--- src/pfm_pkg.sv ---
`timescale 1ns / 1ps
// ----------------------------------------------------------------------------
// Paged frame manager package
// Request kinds, result status codes, datapath selector codes and the
// command and status words exchanged between controller and datapath.
// ----------------------------------------------------------------------------
package pfm_pkg;

	// Request kinds.
	localparam logic [2:0] KIND_CREATE    = 3'd0;
	localparam logic [2:0] KIND_TRANSLATE = 3'd1;
	localparam logic [2:0] KIND_READ      = 3'd2;
	localparam logic [2:0] KIND_WRITE     = 3'd3;
	localparam logic [2:0] KIND_PAGEIN    = 3'd4;
	localparam logic [2:0] KIND_FINISH    = 3'd5;

	// Result status codes.
	localparam logic [1:0] ST_OK     = 2'd0;
	localparam logic [1:0] ST_FAULT  = 2'd1;
	localparam logic [1:0] ST_BAD    = 2'd2;
	localparam logic [1:0] ST_NOSLOT = 2'd3;

	// Replacement policies.
	localparam logic POLICY_LRU  = 1'b0;
	localparam logic POLICY_FIFO = 1'b1;

	// Configuration register indexes.
	localparam logic [1:0] CFG_POLICY = 2'd0;
	localparam logic [1:0] CFG_FCOUNT = 2'd1;
	localparam logic [1:0] CFG_PSHIFT = 2'd2;

	// Page table address sources.
	localparam logic [1:0] A_REQ     = 2'd0;
	localparam logic [1:0] A_TGT_CNT = 2'd1;
	localparam logic [1:0] A_SCAN    = 2'd2;
	localparam logic [1:0] A_BEST    = 2'd3;

	// Page table write data sources.
	localparam logic [2:0] W_ZERO   = 3'd0;
	localparam logic [2:0] W_ACCESS = 3'd1;
	localparam logic [2:0] W_VCLR   = 3'd2;
	localparam logic [2:0] W_LOAD   = 3'd3;
	localparam logic [2:0] W_FCLR   = 3'd4;

	// Result frame sources.
	localparam logic [1:0] F_NONE  = 2'd0;
	localparam logic [1:0] F_ENTRY = 2'd1;
	localparam logic [1:0] F_GOT   = 2'd2;

	typedef struct packed {
		logic       latch;
		logic       mem_re;
		logic       mem_we;
		logic [1:0] asel;
		logic [2:0] wsel;
		logic       cnt_clr;
		logic       cnt_inc;
		logic       claim;
		logic       rel_slot;
		logic       set_busy;
		logic       clr_busy;
		logic       stamp_inc;
		logic       got_cnt;
		logic       got_best;
		logic       scan_start;
		logic       scan_step;
		logic       best_clr;
		logic       res_we;
		logic [1:0] res_status;
		logic [1:0] fsel;
		logic       res_newpid;
		logic       res_victim;
	} pfm_cmd_t;

	typedef struct packed {
		logic [2:0] kind;
		logic       too_big;
		logic       req_valid;
		logic       slot_valid;
		logic       cnt_at_procs;
		logic       slot_free;
		logic       cnt_at_pages;
		logic       ent_present;
		logic       cnt_at_eff;
		logic       frame_free;
		logic       scan_last;
		logic       have_victim;
	} pfm_sts_t;

endpackage

--- src/pfm_ctrl.sv ---
`timescale 1ns / 1ps
// ----------------------------------------------------------------------------
// Paged frame manager controller
// Sequences each request through decode, table sweeps and result capture.
// ----------------------------------------------------------------------------
module pfm_ctrl (
	input  logic              clk,
	input  logic              arst_n,
	input  logic              start,
	output logic              busy,
	input  pfm_pkg::pfm_sts_t sts,
	output pfm_pkg::pfm_cmd_t cmd
);
	import pfm_pkg::*;

	localparam logic [3:0] S_IDLE   = 4'd0;
	localparam logic [3:0] S_DECODE = 4'd1;
	localparam logic [3:0] S_SLOT   = 4'd2;
	localparam logic [3:0] S_CLR    = 4'd3;
	localparam logic [3:0] S_ENTRY  = 4'd4;
	localparam logic [3:0] S_FREE   = 4'd5;
	localparam logic [3:0] S_VSCAN  = 4'd6;
	localparam logic [3:0] S_VDRAIN = 4'd7;
	localparam logic [3:0] S_VPICK  = 4'd8;
	localparam logic [3:0] S_LOAD   = 4'd9;
	localparam logic [3:0] S_FIN    = 4'd10;
	localparam logic [3:0] S_FIN2   = 4'd11;

	logic [3:0] state_q;
	logic [3:0] state_nxt;

	assign busy = (state_q != S_IDLE);

	// Next state and command decode.
	always_comb begin
		cmd       = '0;
		state_nxt = state_q;
		case (state_q)
			S_IDLE: begin
				if (start) begin
					cmd.latch = 1'b1;
					state_nxt = S_DECODE;
				end
			end
			S_DECODE: begin
				case (sts.kind)
					KIND_CREATE: begin
						if (sts.too_big) begin
							cmd.res_we     = 1'b1;
							cmd.res_status = ST_BAD;
							state_nxt      = S_IDLE;
						end else begin
							cmd.cnt_clr = 1'b1;
							state_nxt   = S_SLOT;
						end
					end
					KIND_TRANSLATE, KIND_READ, KIND_WRITE, KIND_PAGEIN: begin
						if (!sts.req_valid) begin
							cmd.res_we     = 1'b1;
							cmd.res_status = ST_BAD;
							state_nxt      = S_IDLE;
						end else begin
							cmd.mem_re = 1'b1;
							cmd.asel   = A_REQ;
							state_nxt  = S_ENTRY;
						end
					end
					KIND_FINISH: begin
						if (!sts.slot_valid) begin
							cmd.res_we     = 1'b1;
							cmd.res_status = ST_BAD;
							state_nxt      = S_IDLE;
						end else begin
							cmd.cnt_clr = 1'b1;
							state_nxt   = S_FIN;
						end
					end
					default: begin
						cmd.res_we     = 1'b1;
						cmd.res_status = ST_BAD;
						state_nxt      = S_IDLE;
					end
				endcase
			end
			// Search for the lowest unused process slot.
			S_SLOT: begin
				if (sts.cnt_at_procs) begin
					cmd.res_we     = 1'b1;
					cmd.res_status = ST_NOSLOT;
					state_nxt      = S_IDLE;
				end else if (sts.slot_free) begin
					cmd.claim   = 1'b1;
					cmd.cnt_clr = 1'b1;
					state_nxt   = S_CLR;
				end else begin
					cmd.cnt_inc = 1'b1;
				end
			end
			// Clear the page entries of the new process.
			S_CLR: begin
				if (sts.cnt_at_pages) begin
					cmd.res_we     = 1'b1;
					cmd.res_status = ST_OK;
					cmd.res_newpid = 1'b1;
					state_nxt      = S_IDLE;
				end else begin
					cmd.mem_we  = 1'b1;
					cmd.asel    = A_TGT_CNT;
					cmd.wsel    = W_ZERO;
					cmd.cnt_inc = 1'b1;
				end
			end
			// The requested entry is on the read port.
			S_ENTRY: begin
				if (!sts.ent_present) begin
					if (sts.kind == KIND_PAGEIN) begin
						cmd.cnt_clr  = 1'b1;
						cmd.best_clr = 1'b1;
						state_nxt    = S_FREE;
					end else begin
						cmd.res_we     = 1'b1;
						cmd.res_status = ST_FAULT;
						state_nxt      = S_IDLE;
					end
				end else begin
					if (sts.kind == KIND_READ || sts.kind == KIND_WRITE) begin
						cmd.mem_we    = 1'b1;
						cmd.asel      = A_REQ;
						cmd.wsel      = W_ACCESS;
						cmd.stamp_inc = 1'b1;
					end
					cmd.res_we     = 1'b1;
					cmd.res_status = ST_OK;
					cmd.fsel       = F_ENTRY;
					state_nxt      = S_IDLE;
				end
			end
			// Search for the lowest free frame.
			S_FREE: begin
				if (sts.cnt_at_eff) begin
					cmd.scan_start = 1'b1;
					state_nxt      = S_VSCAN;
				end else if (sts.frame_free) begin
					cmd.got_cnt = 1'b1;
					state_nxt   = S_LOAD;
				end else begin
					cmd.cnt_inc = 1'b1;
				end
			end
			// Read every page entry once; the datapath keeps the best key.
			S_VSCAN: begin
				cmd.mem_re    = 1'b1;
				cmd.asel      = A_SCAN;
				cmd.scan_step = 1'b1;
				if (sts.scan_last) begin
					state_nxt = S_VDRAIN;
				end
			end
			S_VDRAIN: begin
				state_nxt = S_VPICK;
			end
			S_VPICK: begin
				if (!sts.have_victim) begin
					cmd.res_we     = 1'b1;
					cmd.res_status = ST_BAD;
					state_nxt      = S_IDLE;
				end else begin
					cmd.mem_we   = 1'b1;
					cmd.asel     = A_BEST;
					cmd.wsel     = W_VCLR;
					cmd.got_best = 1'b1;
					state_nxt    = S_LOAD;
				end
			end
			S_LOAD: begin
				cmd.set_busy   = 1'b1;
				cmd.stamp_inc  = 1'b1;
				cmd.mem_we     = 1'b1;
				cmd.asel       = A_REQ;
				cmd.wsel       = W_LOAD;
				cmd.res_we     = 1'b1;
				cmd.res_status = ST_OK;
				cmd.fsel       = F_GOT;
				cmd.res_victim = 1'b1;
				state_nxt      = S_IDLE;
			end
			// Release the frames of a finishing process, one page per pass.
			S_FIN: begin
				if (sts.cnt_at_pages) begin
					cmd.rel_slot   = 1'b1;
					cmd.res_we     = 1'b1;
					cmd.res_status = ST_OK;
					state_nxt      = S_IDLE;
				end else begin
					cmd.mem_re = 1'b1;
					cmd.asel   = A_TGT_CNT;
					state_nxt  = S_FIN2;
				end
			end
			S_FIN2: begin
				cmd.clr_busy = 1'b1;
				cmd.mem_we   = 1'b1;
				cmd.asel     = A_TGT_CNT;
				cmd.wsel     = W_FCLR;
				cmd.cnt_inc  = 1'b1;
				state_nxt    = S_FIN;
			end
			default: begin
				state_nxt = S_IDLE;
			end
		endcase
	end

	always_ff @(posedge clk or negedge arst_n) begin
		if (!arst_n) begin
			state_q <= S_IDLE;
		end else begin
			state_q <= state_nxt;
		end
	end

endmodule

--- config.mk ---
export PLATFORM = sky130hd
export DESIGN_NAME = pfm_ctrl
export DESIGN_NICKNAME = d
export VERILOG_FILES = /design/src/pfm_pkg.sv /design/src/pfm_ctrl.sv
export SDC_FILE = /design/constraint.sdc
export NUM_CORES = 1
export LEC_CHECK = 0
export BUFFER_PORTS_ARGS = -buffer_cell sky130_fd_sc_hd__buf_4
export CAP_MARGIN = 0
export CORE_UTILIZATION = 35
export DETAILED_ROUTE_END_ITERATION = 8
export PLACE_DENSITY_LB_ADDON = 0.15
export SLEW_MARGIN = 15
export SYNTH_ARGS = -nofsm -noshare
export SYNTH_HDL_FRONTEND = slang
export SYNTH_SLANG_ARGS = --single-unit
export TNS_END_PERCENT = 5
--- constraint.sdc ---
create_clock -name clk -period 2 [get_ports clk]
set_clock_uncertainty 0.15 [all_clocks]
set_input_delay 0.1 -clock clk [delete_from_list [all_inputs] [get_ports clk]]
set_output_delay 0.1 -clock clk [all_outputs]
set_load 0.01 [all_outputs]
# --- After elaboration in Yosys (flattened, before gate mapping) ---
# Cells that the tools add are included.
op_classes:
  addsub: 0
  multipliers: 0
  div_mod_pow: 0
  order_cmp: 0
  n_eq_ne: 21
  shift: 0
  mux: 72
  bitwise: 0
  n_reduce_logical: 8
op_table:
  columns: ["op", "count"]
  rows:
  - ["$mux 4", 11]
  - ["$pmux 4 s11", 1]
  - ["$mux 3", 11]
  - ["$mux 1", 32]
  - ["$mux 6", 4]
  - ["$pmux 3 s6", 1]
  - ["$eq 4x3->1 const B", 4]
  - ["$eq 4x4->1 const B", 4]
  - ["$pmux 3 s5", 1]
  - ["$pmux 2 s6", 1]
  - ["$pmux 4 s3", 1]
  - ["$pmux 3 s3", 1]
  - ["$eq 4x2->1 const B", 2]
  - ["$pmux 1 s4", 2]
  - ["$eq 3x2->1 const B", 2]
  - ["$eq 3x3->1 const B", 2]
  - ["$ne 2x2->1 const B", 3]
  - ["$ne 3x3->1 const B", 2]
  - ["$pmux 1 s3", 2]
  - ["$reduce_and 5->1", 1]
  - ["$eq 4x1->1 const B", 1]
  - ["$logic_not 4->1", 1]
  - ["$pmux 1 s2", 2]
  - ["$pmux 2 s2", 1]
  - ["7 further kinds", 8]
totals:
  register_bits: 4
  latch_bits: 0
  ram_bits: 0
  rom_bits: 0
  memories: 0

# --- Longest topological paths before layout ---
logic_depth:
  ltp_word: 5
  ltp_mapped: 7
  ltp_nobuf: 5

# --- Worst setup path after synthesis ---
# Ideal clock, no wire load.
synth_path:
  path_kind: "flip-flop to flip-flop"
  from: "register state_q[1]"
  to: "register state_q[1]"
  t_arrival_ns: 1.425
  t_required_ns: 1.725
  slack_ns: 0.300
  stages_incl_launch_ff: 6
  n_path_buf: 1
  synth_period_minus_slack_ns: 1.700
  path_cell_list: "dfrtp_1 > nor2b_1 > buf_2 > and4bb_4 > a311oi_2 > mux2_4"
synth_between:
  elab_chain_cells: 3
  word_cells_on_any_way: 18
  cone_classes: "eq/ne (15); mux (1); reduce/logical (2)"
synth_rtl:
  columns: ["item", "line", "rtl"]
  rows:
  - ["start, declared", "pfm_ctrl.sv:29", "logic [3:0] state_q;"]
  - ["start signal, assigned", "pfm_ctrl.sv:218", "state_q <= state_nxt;"]
  - ["$eq 4x2->1 (tied with other cells)", "pfm_ctrl.sv:38", "case (state_q)"]
  - ["$ne 3x3->1 (no source line) or $ne 2x2->1 (tied branches)", null, null]
  - ["$reduce_and 5->1 (no source line)", null, null]
# Parallel ways exist; a longest one is shown, timed or not.
# A chain may end at the register's enable or synchronous reset.

==> results.md <==
* Compound-Gate Fraction of Synth Area at 28.53%
* Buffers on Ports at 44
* Synth top area cells: dfrtp_1 (13%), nand2_1 (7.5%), a21oi_1 (5.0%), o21ai_0 (5.0%), buf_4 (4.7%)
* Diodes inserted at 0
* Area Overhead vs Synth at 65.36%
* Clk_lat worst skew at 0.24 ns
* Adder-cell area share of the yosys netlist at 0%
* Die X at 49.76 um
* Die H at roughly 50 um
* Synth Net Count at about 130
* Max-cap viol count at 0
* Worst endpoint required time at around 1.8 ns
* I/O pin cnt at 45
* Final Max Tran Viols at 0
* Setup WS pre-CTS at between 0.15 and 0.2 ns
* CTS Root Cell: clkbuf_4
* Number of synthesized register bits at 4
* Top reg by flops: state_q
* DP HPWL at 2202 um
* Area share of and/or/nand/nor cells after synthesis at 43.10%
* Xor and xnor area share after synthesis at under 10%
* Layout Nets at roughly 190
* Endpoints failing setup at 0
* Main flop type after synthesis: dfrtp_1
* Total number of vias at 1144
* Initial antenna violation count at 0
* Rows at 16
* Worst-path fanout max at 7
* CP Data Arrival Time at 1.74 ns
* Post-Route Utilization at 64.64%
* Biggest registers after layout: state_q (4)
* Worst Setup Path Type: reg2out
* CORE AREA at 0.002042 mm^2
* Hold Crit Class: in2async
* Mapped Area at 798.3 um^2
* RSZ-0062 raised after global routing: yes
* Hold WS at ~0.058 ns
* GPL Wtd Cong at 0.9153
* CP max stage delay at about 0.44 ns
* Main combinational cell family by area after synthesis: simple AND/OR/NAND/NOR gates
* Yosys Warn Count at 0
* Crit-path slowest cell: dfrtp_2
* Post-synth EDFFs at 0
* Peak Freq at 502.5 MHz
* Htree depth at 1
* Syn_area_per_cell at 6.882 um^2
* Startpoint Class: register
* Dpl cells at between 150 and 200
* Starting Density at 39.09%
* Fin Setup TNS at 0 ns
* Top cell type's share of synthesized area at 12.54%
* Hold Vio Cnt, Final at 0
* Min Tclk post-route at 1.990 ns
* Crit-path cells: buf_4 > nor2b_1 > nand2_1 > o21ai_0 > buf_4
* Total gr overflow at 0
* Slew headroom at ~69%
* Vias in the first global route at 1036
* Final worst path period share at 99.50%
* Cells after synthesis at 116
* Clk sinks at 4
* Vias/cell at 5.720
* Number of remaining DRC errors at 0
* First-pass GRT wire length at 4595 um
* CP Capture Type: primary output
* Max reg flops at 4
* Worst slew pin tran at 0.4643 ns
* CTS Buf Count at 3
* Async set-reset flop share out of synthesis at 100.0%
* Cell mode on critical path: buf_4
* Status: finished clean
* Pre-antenna DRT Iters at 4
* Worst Slack Setup Final at 0.01002 ns
* GRT Util Overall at 23.11%
* PwrDens at 1221 mW/mm^2
* Iter 0 DRT Violations at 62
* WL/cell at 15.23 um
* Worst vdd ir at between 0.8 and 0.9 mV
* Layout cell share with drive strength beyond 1 at between 40% and 50%
* Post-synth top area cell: dfrtp_1
* Largest net degree at the start of global routing at 13
* Clock slew at reported path FFs at around 0.04 ns
* Final std cells w/o fill at 200
* Leak pwr at 0.6860 nW
* Yosys cell types at 47
* CTS Buffer Depth at 2
* Detailed Route WL at 3046 um
* Post-route ant nets at 0
* CTS tree: built
* Die footprint at 0.002476 mm^2
* Proportion of synthesized area in mux cells at 3.292%
* Proportion of synthesized chip area in sequential cells at 12.54%
[report_power, final]
part           switching [mW]  internal, mW
Sequential             0.0618         0.123
Combinational           0.662         0.662
Clock                  0.0360        0.0673
Total                   0.760         0.852
[cell usage in the layout, fill, tap and decap left out, drive strengths merged, types with 2 or more instances in the layout]
cell / Yosys / layout
o21ai: 9 / 9
mux2: 2 / 2
nor2: 11 / 11
nor3: 3 / 3
or3: 3 / 3
and3: 5 / 5
a31oi: 3 / 3
clkbuf: 2 / 4
and2b: 2 / 2
o32ai: 2 / 2
dfrtp: 4 / 4
buf: 7 / 61
inv: 8 / 8
nand4bb: 2 / 2
nor3b: 2 / 2
a21oi: 8 / 8
nor2b: 3 / 3
nand2b: 3 / 3
nand3: 2 / 2
nand2: 16 / 16
[repair_timing]
action,CTS,global route
hold endpoints to repair,4,0
pin swaps,0,2
buffers inserted,1,6
resized for setup,4,9
hold buffers,1,0
endpoints found under the setup margin,2,4
[synthesized netlist by cell type (all sizes together), types with 2 or more instances]
library cell / number
buf: 7
and2b: 2
a21oi: 8
o32ai: 2
nand2: 16
nor2b: 3
clkbuf: 2
dfrtp: 4
nor3b: 2
inv: 8
mux2: 2
nor2: 11
and3: 5
a31oi: 3
nand4bb: 2
nor3: 3
nand2b: 3
or3: 3
nand3: 2
o21ai: 9
[cell families after synthesis]
logic type	after synthesis
XOR/XNOR	1
AO/OA/AOI/OAI	33
flip-flops	4
buffers and inverters	17
multiplexers	2
AND/OR/NAND/NOR	59
[per-layer routing]
layer	share of wire (%)	track usage, %
met3	9.5	2.778
met4	1.8	3.810
met1	43	33.27
met2	46	36.94
met5	0	0
[metrics by stage]
stage	power, mW	area [um^2]
after detailed placement	1.275	1184
after global placement	1.278	1184
after global routing	1.723	1320
after CTS	1.448	1245
after floorplan	0.8437	798.3
final	1.612	1320
[path summary, 6_finish.rpt]
| check | end | slack [ns] | from | cells past startpoint |
|---|---|---|---|---|
| setup / recovery | cmd[22] | 0.01 | state_q[2]$_DFFE_PN0P_ | 5 |
| hold / removal | state_q[1]$_DFFE_PN0P_ | 0.06 | arst_n | 2 |
| setup reg to reg | state_q[2]$_DFFE_PN0P_ | 0.08 | state_q[1]$_DFFE_PN0P_ | 7 |
| hold reg to reg | state_q[1]$_DFFE_PN0P_ | 0.64 | state_q[1]$_DFFE_PN0P_ | 2 |
| max in group asynchronous | state_q[0]$_DFFE_PN0P_ | 1.52 | arst_n | 2 |
| min in group clk | state_q[2]$_DFFE_PN0P_ | 0.07 | sts[1] | 3 |
[critical path, delay by kind of cell (launching register included)]
kind | cells | cell delay, ns
compound gates | 1 | 0.17
buf+inv | 2 | 0.33
flops | 1 | 0.44
simple gates | 2 | 0.55
[final cells by class]
cell class                      instances  area (um^2)
Clock buffer                            3        22.52
Fill cell                             186        721.9
Inverter                                8        30.03
Multi-Input combinational cell         95        643.1
Sequential cell                         4        105.1
Tap cell                               27        33.78
Timing Repair Buffer                   63        485.5
No activity file was read; power rests on OpenSTA's default activity.
